<file path="src/rtl/sha256_message_padder_defines.svh">
// Assertion macros used by the padder back end.
`ifndef SHA256_MESSAGE_PADDER_DEFINES_SVH
`define SHA256_MESSAGE_PADDER_DEFINES_SVH

// Check a property on a given clock, disabled while the active-low reset is low.
`define S256PAD_ASSERT(label, clk, rst_n, prop) \
  label: assert property (@(posedge clk) disable iff (!rst_n) (prop)) \
    else $error("s256pad assertion failed");

// Same check on the standard clk_i / rst_ni pair.
`define S256PAD_ASSERT_STD(label, prop) \
  `S256PAD_ASSERT(label, clk_i, rst_ni, prop)

`endif

</file>
<file path="src/rtl/s256pad_pkg.sv">
// Types and constants of the SHA-256 message padder.
package s256pad_pkg;

  localparam int unsigned ByteW     = 8;
  localparam int unsigned WordW     = 32;
  localparam int unsigned LenW      = 64;
  localparam int unsigned MsgCntW   = 61;
  localparam int unsigned ByteCntW  = 2;
  localparam int unsigned WordCntW  = 4;

  // Word slot where the 64-bit length starts, and last slot of a block.
  localparam logic [WordCntW-1:0] LenHiSlot = 4'd14;
  localparam logic [WordCntW-1:0] LastSlot  = 4'd15;

  localparam logic [ByteW-1:0] PadByte = 8'h80;

  // Command codes.
  localparam logic CmdAppend = 1'b0;
  localparam logic CmdFinish = 1'b1;

  // Queue between front and back end.
  localparam int unsigned QDepth = 4;
  localparam int unsigned QPtrW  = $clog2(QDepth);
  localparam int unsigned QCntW  = $clog2(QDepth + 1);

  // One queue entry: a full data word, or a finish job that carries the
  // partial word, its byte count and the message byte count.
  typedef struct packed {
    logic                 is_finish;
    logic [WordW-1:0]     word;
    logic [ByteCntW-1:0]  nbytes;
    logic [MsgCntW-1:0]   msg_bytes;
  } entry_t;

  typedef enum logic [4:0] {
    ST_IDLE   = 5'b00001,
    ST_ZERO   = 5'b00010,
    ST_LEN_HI = 5'b00100,
    ST_LEN_LO = 5'b01000,
    ST_SPARE  = 5'b10000
  } back_state_e;

  // Close a partial word with the pad byte, zero fill the rest.
  function automatic logic [WordW-1:0] pad_word(input logic [WordW-1:0]    pw,
                                                input logic [ByteCntW-1:0] nb);
    logic [WordW-1:0] w;
    case (nb)
      2'd0:    w = {PadByte, 24'h0};
      2'd1:    w = {pw[7:0], PadByte, 16'h0};
      2'd2:    w = {pw[15:0], PadByte, 8'h0};
      default: w = {pw[23:0], PadByte};
    endcase
    return w;
  endfunction

endpackage

</file>
<file path="src/rtl/s256pad_if.sv">
// Request and result channel interfaces of the padder.
interface s256pad_req_if;
  logic                          valid;
  logic                          ready;
  logic                          command;
  logic [s256pad_pkg::ByteW-1:0] message_byte;

  modport source (output valid, output command, output message_byte, input ready);
  modport sink   (input valid, input command, input message_byte, output ready);
endinterface

interface s256pad_res_if;
  logic                          valid;
  logic                          ready;
  logic [s256pad_pkg::WordW-1:0] word;
  logic                          block_end;
  logic                          last;

  modport source (output valid, output word, output block_end, output last, input ready);
  modport sink   (input valid, input word, input block_end, input last, output ready);
endinterface

</file>
<file path="src/rtl/s256pad_front.sv">
// Front end: accepts requests, packs bytes and queues words and finish jobs.
module s256pad_front (
  input  logic                 clk_i,
  input  logic                 rst_ni,
  s256pad_req_if.sink          req_i,
  input  logic                 full_i,
  output logic                 push_o,
  output s256pad_pkg::entry_t  entry_o
);

  logic [s256pad_pkg::WordW-1:0]    pw_q, pw_d;
  logic [s256pad_pkg::ByteCntW-1:0] nb_q, nb_d;
  logic [s256pad_pkg::MsgCntW-1:0]  mb_q, mb_d;
  logic                             accept;

  assign req_i.ready = !full_i;
  assign accept      = req_i.valid && !full_i;

  always_comb begin
    pw_d              = pw_q;
    nb_d              = nb_q;
    mb_d              = mb_q;
    push_o            = 1'b0;
    entry_o.is_finish = 1'b0;
    entry_o.word      = {pw_q[s256pad_pkg::WordW-s256pad_pkg::ByteW-1:0], req_i.message_byte};
    entry_o.nbytes    = nb_q;
    entry_o.msg_bytes = mb_q;
    if (accept) begin
      if (req_i.command == s256pad_pkg::CmdFinish) begin
        // Hand the open word and the count to the back end, start afresh.
        push_o            = 1'b1;
        entry_o.is_finish = 1'b1;
        entry_o.word      = pw_q;
        pw_d              = '0;
        nb_d              = '0;
        mb_d              = '0;
      end else begin
        pw_d   = entry_o.word;
        nb_d   = nb_q + 2'd1;
        mb_d   = mb_q + 61'd1;
        push_o = (nb_q == 2'd3);
      end
    end
  end

  always_ff @(posedge clk_i or negedge rst_ni) begin
    if (!rst_ni) begin
      pw_q <= '0;
      nb_q <= '0;
      mb_q <= '0;
    end else begin
      pw_q <= pw_d;
      nb_q <= nb_d;
      mb_q <= mb_d;
    end
  end

endmodule

</file>
<file path="src/rtl/s256pad_fifo.sv">
// Short queue of entries between front and back end.
module s256pad_fifo (
  input  logic                 clk_i,
  input  logic                 rst_ni,
  input  logic                 push_i,
  input  s256pad_pkg::entry_t  entry_i,
  input  logic                 pop_i,
  output s256pad_pkg::entry_t  entry_o,
  output logic                 full_o,
  output logic                 empty_o
);

  s256pad_pkg::entry_t              mem_q [s256pad_pkg::QDepth];
  logic [s256pad_pkg::QPtrW-1:0]    wr_q, rd_q;
  logic [s256pad_pkg::QCntW-1:0]    cnt_q;
  logic                             do_push, do_pop;

  localparam logic [s256pad_pkg::QPtrW-1:0] PtrMax =
    s256pad_pkg::QPtrW'(s256pad_pkg::QDepth - 1);

  assign full_o  = (cnt_q == s256pad_pkg::QCntW'(s256pad_pkg::QDepth));
  assign empty_o = (cnt_q == '0);
  assign do_push = push_i && !full_o;
  assign do_pop  = pop_i && !empty_o;
  assign entry_o = mem_q[rd_q];

  always_ff @(posedge clk_i) begin
    if (do_push) begin
      mem_q[wr_q] <= entry_i;
    end
  end

  always_ff @(posedge clk_i or negedge rst_ni) begin
    if (!rst_ni) begin
      wr_q  <= '0;
      rd_q  <= '0;
      cnt_q <= '0;
    end else begin
      if (do_push) begin
        wr_q <= (wr_q == PtrMax) ? '0 : wr_q + 1'b1;
      end
      if (do_pop) begin
        rd_q <= (rd_q == PtrMax) ? '0 : rd_q + 1'b1;
      end
      if (do_push && !do_pop) begin
        cnt_q <= cnt_q + 1'b1;
      end else if (do_pop && !do_push) begin
        cnt_q <= cnt_q - 1'b1;
      end
    end
  end

endmodule

</file>
<file path="src/rtl/s256pad_back.sv">
// Back end: emits queued words and sequences the padding of a finish job.
`include "sha256_message_padder_defines.svh"

module s256pad_back (
  input  logic                 clk_i,
  input  logic                 rst_ni,
  input  s256pad_pkg::entry_t  entry_i,
  input  logic                 empty_i,
  output logic                 pop_o,
  s256pad_res_if.source        res_o
);

  s256pad_pkg::back_state_e         state_q, state_d;
  logic [s256pad_pkg::WordCntW-1:0] wib_q, wib_d, wib_inc;
  logic [s256pad_pkg::LenW-1:0]     len_q, len_d;
  logic                             vld_q, vld_d;
  logic [s256pad_pkg::WordW-1:0]    word_q, word_d;
  logic                             bend_q, bend_d;
  logic                             last_q, last_d;
  logic                             load;

  assign res_o.valid     = vld_q;
  assign res_o.word      = word_q;
  assign res_o.block_end = bend_q;
  assign res_o.last      = last_q;

  assign load    = !vld_q || res_o.ready;
  assign wib_inc = wib_q + 4'd1;

  always_comb begin
    state_d = state_q;
    wib_d   = wib_q;
    len_d   = len_q;
    vld_d   = vld_q && !res_o.ready;
    word_d  = word_q;
    bend_d  = bend_q;
    last_d  = last_q;
    pop_o   = 1'b0;
    if (load) begin
      unique case (state_q)
        s256pad_pkg::ST_IDLE: begin
          if (!empty_i) begin
            pop_o  = 1'b1;
            vld_d  = 1'b1;
            bend_d = (wib_q == s256pad_pkg::LastSlot);
            last_d = 1'b0;
            wib_d  = wib_inc;
            if (entry_i.is_finish) begin
              word_d  = s256pad_pkg::pad_word(entry_i.word, entry_i.nbytes);
              len_d   = {entry_i.msg_bytes, 3'b000};
              state_d = (wib_inc == s256pad_pkg::LenHiSlot) ? s256pad_pkg::ST_LEN_HI
                                                             : s256pad_pkg::ST_ZERO;
            end else begin
              word_d = entry_i.word;
            end
          end
        end
        s256pad_pkg::ST_ZERO: begin
          vld_d  = 1'b1;
          word_d = '0;
          bend_d = (wib_q == s256pad_pkg::LastSlot);
          last_d = 1'b0;
          wib_d  = wib_inc;
          if (wib_inc == s256pad_pkg::LenHiSlot) begin
            state_d = s256pad_pkg::ST_LEN_HI;
          end
        end
        s256pad_pkg::ST_LEN_HI: begin
          vld_d   = 1'b1;
          word_d  = len_q[s256pad_pkg::LenW-1:s256pad_pkg::WordW];
          bend_d  = 1'b0;
          last_d  = 1'b0;
          wib_d   = wib_inc;
          state_d = s256pad_pkg::ST_LEN_LO;
        end
        s256pad_pkg::ST_LEN_LO: begin
          vld_d   = 1'b1;
          word_d  = len_q[s256pad_pkg::WordW-1:0];
          bend_d  = 1'b1;
          last_d  = 1'b1;
          wib_d   = '0;
          state_d = s256pad_pkg::ST_IDLE;
        end
        default: begin
          state_d = s256pad_pkg::ST_IDLE;
        end
      endcase
    end
  end

  always_ff @(posedge clk_i) begin
    word_q <= word_d;
    bend_q <= bend_d;
    last_q <= last_d;
    len_q  <= len_d;
  end

  always_ff @(posedge clk_i or negedge rst_ni) begin
    if (!rst_ni) begin
      state_q <= s256pad_pkg::ST_IDLE;
      wib_q   <= '0;
      vld_q   <= 1'b0;
    end else begin
      state_q <= state_d;
      wib_q   <= wib_d;
      vld_q   <= vld_d;
    end
  end

  `S256PAD_ASSERT_STD(a_last_ends_block, (vld_q && last_q) |-> bend_q)
  `S256PAD_ASSERT_STD(a_len_hi_slot, (state_q == s256pad_pkg::ST_LEN_HI) |-> (wib_q == s256pad_pkg::LenHiSlot))
  `S256PAD_ASSERT_STD(a_len_lo_slot, (state_q == s256pad_pkg::ST_LEN_LO) |-> (wib_q == s256pad_pkg::LastSlot))
  `S256PAD_ASSERT_STD(a_zero_not_len, (state_q == s256pad_pkg::ST_ZERO) |-> (wib_q != s256pad_pkg::LenHiSlot))

endmodule

</file>
<file path="src/rtl/sha256_message_padder.sv">
// SHA-256 message padder: byte requests in, padded big-endian words out.
// Throughput: one request per cycle while the 4-entry queue has room; the back end
//   emits one word per cycle unless res_o stalls it.
// Path: a word enters the queue when its last request is accepted, then passes into
//   the registered res_o outputs, unless earlier work or res_o stalls hold it.
// Reset (rst_ni low, asynchronous) empties the queue and clears all counters.
module sha256_message_padder (
  input  logic          clk_i,
  input  logic          rst_ni,
  s256pad_req_if.sink   req_i,
  s256pad_res_if.source res_o
);

  // Front end -> queue.
  logic                push;
  s256pad_pkg::entry_t push_entry;
  logic                q_full;

  // Queue -> back end.
  logic                pop;
  s256pad_pkg::entry_t head_entry;
  logic                q_empty;

  // Front end: pack bytes, count the message, drop each full word or
  // finish job into the queue. Hold ready low only while the queue is full.
  s256pad_front u_front (
    .clk_i   (clk_i),
    .rst_ni  (rst_ni),
    .req_i   (req_i),
    .full_i  (q_full),
    .push_o  (push),
    .entry_o (push_entry)
  );

  // Queue: decouple byte intake from the multi-word padding sequence.
  s256pad_fifo u_fifo (
    .clk_i   (clk_i),
    .rst_ni  (rst_ni),
    .push_i  (push),
    .entry_i (push_entry),
    .pop_i   (pop),
    .entry_o (head_entry),
    .full_o  (q_full),
    .empty_o (q_empty)
  );

  // Back end: track the word slot within the block, advance through pad,
  // zero fill and length words into the registered output.
  s256pad_back u_back (
    .clk_i   (clk_i),
    .rst_ni  (rst_ni),
    .entry_i (head_entry),
    .empty_i (q_empty),
    .pop_o   (pop),
    .res_o   (res_o)
  );

endmodule

</file>
<file path="src/flat_wrapper.sv">
// flat-port wrapper written by rule: the top's interface ports become plain ports
module sha256_message_padder_flat 
  (clk_i, rst_ni, req_i_valid, req_i_command, req_i_message_byte, req_i_ready, res_o_valid, res_o_word, res_o_block_end, res_o_last, res_o_ready);
  s256pad_req_if req_i_i ();
  s256pad_res_if res_o_i ();
  input  logic clk_i;
  input  logic rst_ni;
  input wire logic [$bits(req_i_i.valid)-1:0] req_i_valid;
  input wire logic [$bits(req_i_i.command)-1:0] req_i_command;
  input wire logic [$bits(req_i_i.message_byte)-1:0] req_i_message_byte;
  output wire logic [$bits(req_i_i.ready)-1:0] req_i_ready;
  output wire logic [$bits(res_o_i.valid)-1:0] res_o_valid;
  output wire logic [$bits(res_o_i.word)-1:0] res_o_word;
  output wire logic [$bits(res_o_i.block_end)-1:0] res_o_block_end;
  output wire logic [$bits(res_o_i.last)-1:0] res_o_last;
  input wire logic [$bits(res_o_i.ready)-1:0] res_o_ready;
  assign req_i_i.valid = req_i_valid;
  assign req_i_i.command = req_i_command;
  assign req_i_i.message_byte = req_i_message_byte;
  assign req_i_ready = req_i_i.ready;
  assign res_o_valid = res_o_i.valid;
  assign res_o_word = res_o_i.word;
  assign res_o_block_end = res_o_i.block_end;
  assign res_o_last = res_o_i.last;
  assign res_o_i.ready = res_o_ready;
  sha256_message_padder u_core (.clk_i(clk_i), .rst_ni(rst_ni), .req_i(req_i_i), .res_o(res_o_i));
endmodule
</file>
<file path="config.mk">
export PLATFORM = sky130hd
export DESIGN_NAME = sha256_message_padder_flat
export DESIGN_NICKNAME = d
export VERILOG_FILES = /design/src/rtl/s256pad_pkg.sv /design/src/rtl/s256pad_if.sv /design/src/rtl/s256pad_front.sv /design/src/rtl/s256pad_fifo.sv /design/src/rtl/s256pad_back.sv /design/src/rtl/sha256_message_padder.sv /design/src/flat_wrapper.sv
export VERILOG_INCLUDE_DIRS = /design/src /design/src/rtl
export SDC_FILE = /design/constraint.sdc
export NUM_CORES = 1
export LEC_CHECK = 0
export ABC_CLOCK_PERIOD_IN_PS = 14200
export BUFFER_PORTS_ARGS = -buffer_cell sky130_fd_sc_hd__buf_2
export CORE_UTILIZATION = 67
export CTS_CLUSTER_SIZE = 8
export DETAILED_ROUTE_END_ITERATION = 8
export MAX_ROUTING_LAYER = met4
export PLACE_DENSITY = 0.85
export SLEW_MARGIN = 5
export SYNTH_ARGS = -nofsm -noshare
export SYNTH_HDL_FRONTEND = slang
export SYNTH_SLANG_ARGS = --single-unit
</file>
<file path="constraint.sdc">
create_clock -name clk_i -period 14.2 [get_ports clk_i]
set_clock_uncertainty 0.15 [all_clocks]
set_input_delay 0.71 -clock clk_i [delete_from_list [all_inputs] [get_ports clk_i]]
set_output_delay 0.71 -clock clk_i [all_outputs]
set_load 0.005 [all_outputs]
</file>
After elaboration in Yosys (flattened, before gate mapping)
Memories as Yosys holds them, arrays and structs flattened. Cells that the tools add are included.

Register bits: 207. RAM bits: 384. Output and inout port bits: 36. Logic and storage cells: 95. Memories kept: 1.

Add/subtract/negate cells: 7. Eq/ne operators: 15. Multiplexer cells: 34. Bitwise operators: 1. Reduce and logical (&&, ||, !) cells: 24.

Memory list: u_core.u_fifo.mem_q (depth 4, width 96, read ports 1, clocked after memory_dff 0, write ports 1, RTL line s256pad_fifo.sv:13) `s256pad_pkg::entry_t mem_q [s256pad_pkg::QDepth];`.

Operators by type and width (number): one-hot mux 32 bit (4 select lines) (1); 2-to-1 mux 32 bit (3); one-hot mux 32 bit (3 select lines) (1); 2-to-1 mux 33 bit (2); adder 61 x 1 -> 61 bit (second input constant) (1); 2-to-1 mux 61 bit (1); 2-to-1 mux 5 bit (3); one-hot mux 5 bit (3 select lines) (1); one-hot mux 4 bit (3 select lines) (1); 2-to-1 mux 1 bit (11); 2-to-1 mux 3 bit (3); equality test 2 bit (second input constant) (4); equality test 4 bit (second input constant) (2); AND reduction 4 bit (2); adder 2 x 1 -> 2 bit (second input constant) (3); logical AND 1 bit (6); zero test 1 bit (6); 2-to-1 mux 2 bit (3); AND reduction 3 bit (2); equality test 5 x 1 -> 1 bit (second input constant) (1); equality test 5 x 2 -> 1 bit (second input constant) (1); equality test 5 x 3 -> 1 bit (second input constant) (1); equality test 5 x 4 -> 1 bit (second input constant) (1); adder 4 x 1 -> 4 bit (second input constant) (1); 19 further kinds (20).

Depth between registers and ports, before layout
Depth after elaboration: 9. Mapped depth: 11. Mapped depth without buffers: 10.

Modules after synthesis
A second synthesis with hierarchy kept.

Cells, all modules: 1400. Area, all modules: 23670.2 µm².

Modules (own cells, without submodules): s256pad_fifo (instances 1, cells each 539, area an instance 14283.7 µm²); s256pad_front (instances 1, cells each 541, area an instance 4913.5 µm²); s256pad_back (instances 1, cells each 320, area an instance 4473.0 µm²).

Least setup slack after synthesis
OpenSTA, ideal clock, no wires.

Path kind: reg-to-reg. From: register u_core.u_back.state_q[1]. To: register u_core.u_back.len_q[10] in the netlist's numbering, enable pin. Library setup time: 0.482 ns. Data arrival time: 3.848 ns. Data required time: 13.568 ns. Setup slack: 9.720 ns. Cell stages (with the launch flop): 5. Buffers on the path: 1. Cells stage by stage: dfrtp_1 clkbuf_1 nor4b_1 nand3_1 nor2_1.

Longest elaborated chain between the ends: 2.

RTL lines: start, declared (RTL line s256pad_back.sv:13) `s256pad_pkg::back_state_e state_q, state_d;`; start signal, assigned (RTL line s256pad_back.sv:100) `state_q <= s256pad_pkg::ST_IDLE;`; start signal, assigned (RTL line s256pad_back.sv:104) `state_q <= state_d;`; equality test 5 x 1 -> 1 bit (RTL line s256pad_back.sv:40) `unique case (state_q)`; AND reduction 4 bit (no line); end signal, assigned (RTL line s256pad_back.sv:95) `len_q <= len_d;`; end, declared (RTL line s256pad_back.sv:15) `logic [s256pad_pkg::LenW-1:0] len_q, len_d;`.

Every way passes these cells. A chain may end at the register's enable or synchronous reset.

Worst setup path after layout
From: register u_core.u_fifo.cnt_q[2] in the netlist's numbering. To: memory u_core.u_fifo.mem_q[2][52] in the netlist's numbering, enable pin.

Longest elaborated chain between the ends: 7.

RTL lines: start, declared (RTL line s256pad_fifo.sv:15) `logic [s256pad_pkg::QCntW-1:0] cnt_q;`; start signal, assigned (RTL line s256pad_fifo.sv:46) `cnt_q <= cnt_q + 1'b1;`; start signal, assigned (RTL line s256pad_fifo.sv:48) `cnt_q <= cnt_q - 1'b1;`; equality test 3 bit * (RTL line s256pad_fifo.sv:21) `assign full_o = (cnt_q == s256pad_pkg::QCntW'(s256pad_pkg::QDepth));`; zero test 1 bit * (RTL line s256pad_front.sv:17, s256pad_fifo.sv:23); logical AND 1 bit (RTL line s256pad_front.sv:17) `assign accept = req_i.valid && !full_i;`; 2-to-1 mux 1 bit (RTL line s256pad_front.sv:28) `if (accept) begin`; logical AND 1 bit * (RTL line s256pad_fifo.sv:23) `assign do_push = push_i && !full_o;`; net u_core.u_fifo.do_push (RTL line s256pad_fifo.sv:16) `logic do_push, do_pop;`; 2-to-1 mux 1 bit * (RTL line s256pad_fifo.sv:28) `if (do_push) begin`; 2-to-1 mux 1 bit (implied by the code) * (RTL line s256pad_fifo.sv:29) `mem_q[wr_q] <= entry_i;`; end, declared (RTL line s256pad_fifo.sv:13).

Mark *: on every way through the listed nets, which the timed path passes. The rest lies on a longest branch.

==> impl_metrics.env <==
export IMPL_arrival_ps=4020
export IMPL_cp_slowest_cell="buf_4"
export IMPL_track_usage=0.386
export IMPL_cts_resized_gates=0
export IMPL_cts_setup_buffers=0
export IMPL_power_density_mw_per_mm2=214
export IMPL_worstMarginPinSlew_ps=1150
export IMPL_syn_avg_cell_area_um2=17.3
export IMPL_yosysSeqAreaShare=0.735
export IMPL_antenna_found_initial=1
export IMPL_yosysTopAreaCell="edfxtp_1"
export IMPL_drt_iter0_drc=2468
export IMPL_slew_headroom=0.229
export IMPL_grt_max_degree=84
export IMPL_cp_common_cell="buf_4"
export IMPL_area_growth_pct=13.3
export IMPL_ant_nets=0
export IMPL_cts_sinks=590
export IMPL_ys_warn_count=0
export IMPL_io_buffers=48
export IMPL_combPwrFrac=0.226
export IMPL_grt_remaining_overflow=0
export IMPL_dp_hpwl_mm=33.2
export IMPL_rsz0062_at_grt="false"
export IMPL_sequentialPowerShare=0.445
export IMPL_final_common_cell="edfxtp_1"
export IMPL_cp_start_kind="register"
export IMPL_ir_drop_mv=0.133
export IMPL_die_h_um=189
export IMPL_hold_violations=0
export IMPL_cts_reportedPaths_clkPinSlew_ps=50
export IMPL_grt_first_pass_wirelength_mm=95.1
export IMPL_cts_root_buf="clkbuf_16"
export IMPL_path_cells="nor3b_2 -> inv_1 -> nand2_2 -> buf_4 -> nor2_1 -> and2_4 -> buf_4"
export IMPL_ioPinCount=49
export IMPL_cts_buffers=83
export IMPL_drive_above_1_share=0.205
export IMPL_synth_nets=1373
export IMPL_cts_buffer_depth=3
export IMPL_syn_area_mm2=0.0234
export IMPL_wl_per_cell_um=33.1
export IMPL_viasPerCell=7.45
export IMPL_initial_core_util=0.678
export IMPL_final_cell_mix="edfxtp_1 (479), dfrtp_1 (108), nand2_1 (101)"
export IMPL_critPathCaptureType="register"
export IMPL_reg2reg_from="u_core.u_fifo.cnt_q[2]"
export IMPL_grt_pass1_vias=14456
export IMPL_ys_ff_latch=590
export IMPL_p_total_mw=5.66
export IMPL_crit_fanout=74
export IMPL_crit_path_end="u_core.u_fifo.mem_q[2][52]"
export IMPL_routed_wl_mm=64.8
export IMPL_power_switching_mw=1.76
export IMPL_synth_ff_type="edfxtp_1"
export IMPL_crit_start="u_core.u_fifo.cnt_q[2]"
export IMPL_finalCritPeriodShare=0.281
export IMPL_setup_tns_ps=0
export IMPL_fin_crit_ps=3980
export IMPL_worstSetupPathType="reg -> reg"
export IMPL_finalMaxSlewViolations=0
export IMPL_drc=0
export IMPL_fmax_ghz=0.251
export IMPL_synth_distinct_cells=56
export IMPL_setup_viol=0
export IMPL_final_nets=1458
export IMPL_ff2ff_path_depth=7
export IMPL_synth_edf_count=479
export IMPL_synthArstFlopShare=0.188
export IMPL_insertion_delay_ps=590
export IMPL_die_width_um=189
export IMPL_cts_max_level=3
export IMPL_maxCapViolations=0
export IMPL_placedCellCount=1804
export IMPL_core_area_mm2=0.0345
export IMPL_fillers=1617
export IMPL_ys_top_cells_by_area="edfxtp_1 (62%), dfrtp_1 (12%), mux4_2 (9.3%), o21ai_0 (1.9%), mux2_2 (1.8%)"
export IMPL_netlist_area_leader_share=0.616
export IMPL_p_clk_frac=0.329
export IMPL_synth_cells=1349
export IMPL_gp_congestion=0.957
export IMPL_post_route_util=0.768
export IMPL_p_leak_nw=9.28
export IMPL_hold_class="in -> async"
export IMPL_ctsHoldBuffers=0
export IMPL_rrSetupSlack_ps=10220
export IMPL_outcome="complete, no violations"
export IMPL_slowest_delay_ps=880
export IMPL_internal_power_mw=3.89
export IMPL_final_cell_count_no_fill=1956
export IMPL_drtPass1Iterations=8
export IMPL_tritoncts="built"
export IMPL_switching_share=0.312
export IMPL_r2r_end="u_core.u_fifo.mem_q[2][52]"
export IMPL_via_count=14566
export IMPL_crit_required_ps=14240
export IMPL_rows=68
export IMPL_die_area_mm2=0.0356
critical path: cells and delay by family (launching register included):
kind                   cells  cell delay, ps
buffers and inverters      3            1320
flip-flops                 1             390
AND/OR/NAND/NOR            4            1670
flip-flops by register name, summed over array words and instances (netlist names):
signal and flops:
u_core.u_back.res_o.last 1, u_core.u_fifo.rd_q 2, u_core.u_front.mb_q 61, u_core.u_back.state_q 4
u_core.u_fifo.mem_q 384, u_core.u_fifo.wr_q 2, u_core.u_back.res_o.word 32, u_core.u_back.wib_q 4
u_core.u_fifo.cnt_q 3, u_core.u_back.res_o.valid 1, u_core.u_back.res_o.block_end 1, u_core.u_front.pw_q 32
u_core.u_back.len_q 61, u_core.u_front.nb_q 2
power groups by stage:
stage	clock network [mW]	logic, mW	registers, mW
after floorplan	0	0.830	2.41
after global placement	0	1.11	2.48
after detailed placement	0	1.14	2.51
after CTS	1.86	1.24	2.51
after global routing	1.92	1.31	2.53
final	1.86	1.28	2.52
worst min-delay path by stage:
stage | startpoint | slack [ps] | depth (start not counted) | to
floorplan | rst_ni | 260 | 0 | u_core.u_back.res_o.valid
global placement | u_core.u_front.pw_q[28] | 310 | 2 | u_core.u_front.pw_q[28]
detailed placement | u_core.u_front.pw_q[26] | 320 | 2 | u_core.u_front.pw_q[26]
CTS | rst_ni | 3 | 1 | u_core.u_front.mb_q[32]
global route | rst_ni | 40 | 1 | u_core.u_front.mb_q[42]
finish | rst_ni | 3 | 1 | u_core.u_front.mb_q[22]
layer usage:
layer / GRT usage / up-vias / part of all wire
met5: - / - / 0
met4: 0.201 / 0 / 0.061
met3: 0.0929 / 316 / 0.13
met2: 0.586 / 1589 / 0.48
met1: 0.489 / 7105 / 0.33
li1: - / 5556 / -
kinds of logic (layout without fill, tap and decap cells):
| logic type | Yosys count | after routing | synth area share |
|---|---|---|---|
| simple gates | 291 | 291 | 0.0646 |
| compound gates | 202 | 202 | 0.0542 |
| flops | 590 | 590 | 0.735 |
| buf+inv | 82 | 233 | 0.0142 |
| fa+ha+maj | 11 | 11 | 0.00622 |
| xor+xnor | 33 | 33 | 0.0124 |
| mux | 140 | 140 | 0.113 |
| other cells | 0 | 1 | 0 |
stage by stage:
step                      hold WS (ps)  area, um^2  setup slack, ps
after floorplan                    264       23400             9720
after global placement             307       24100            10510
after detailed placement           315       24100            10360
after CTS                         2.79       26500            10330
after global routing              41.3       26500            10120
final                             2.79       26500            10220
area by class of cell:
| cell class | count | area, um^2 | share of cell area |
|---|---|---|---|
| sequential | 590 | 17200 | 0.649 |
| multi-input combinational | 677 | 5900 | 0.223 |
| clock buffer | 149 | 2380 | 0.0898 |
| tap | 455 | 569 | 0.0215 |
| timing repair buffer | 63 | 355 | 0.0134 |
| inverter | 19 | 71.3 | 0.00270 |
| clock inverter | 2 | 17.5 | 0.000662 |
| antenna | 1 | 2.50 | 0.0000946 |
synthesized netlist by cell type, types with 4 or more instances:
master    count
edfxtp_1    479
dfrtp_1     110
nand2_1     102
mux4_2       96
o21ai_0      90
nor2_1       48
clkbuf_1     40
a21oi_1      39
mux2_2       37
nand3_1      29
or3_1        24
buf_2        19
inv_1        18
nand4_1      18
xor2_1       18
a222oi_1     15
xnor2_1      15
o31ai_1      14
a22o_1       10
ha_1         10
nor2b_1      10
or4_1         9
a211oi_1      8
and3_1        8
nor3_1        8
a221o_1       7
a22oi_1       7
mux2i_1       7
nor4_1        7
and2_1        6
nand2b_1      6
buf_1         4
nand4_2       4
(Power assumes the default switching activity.)
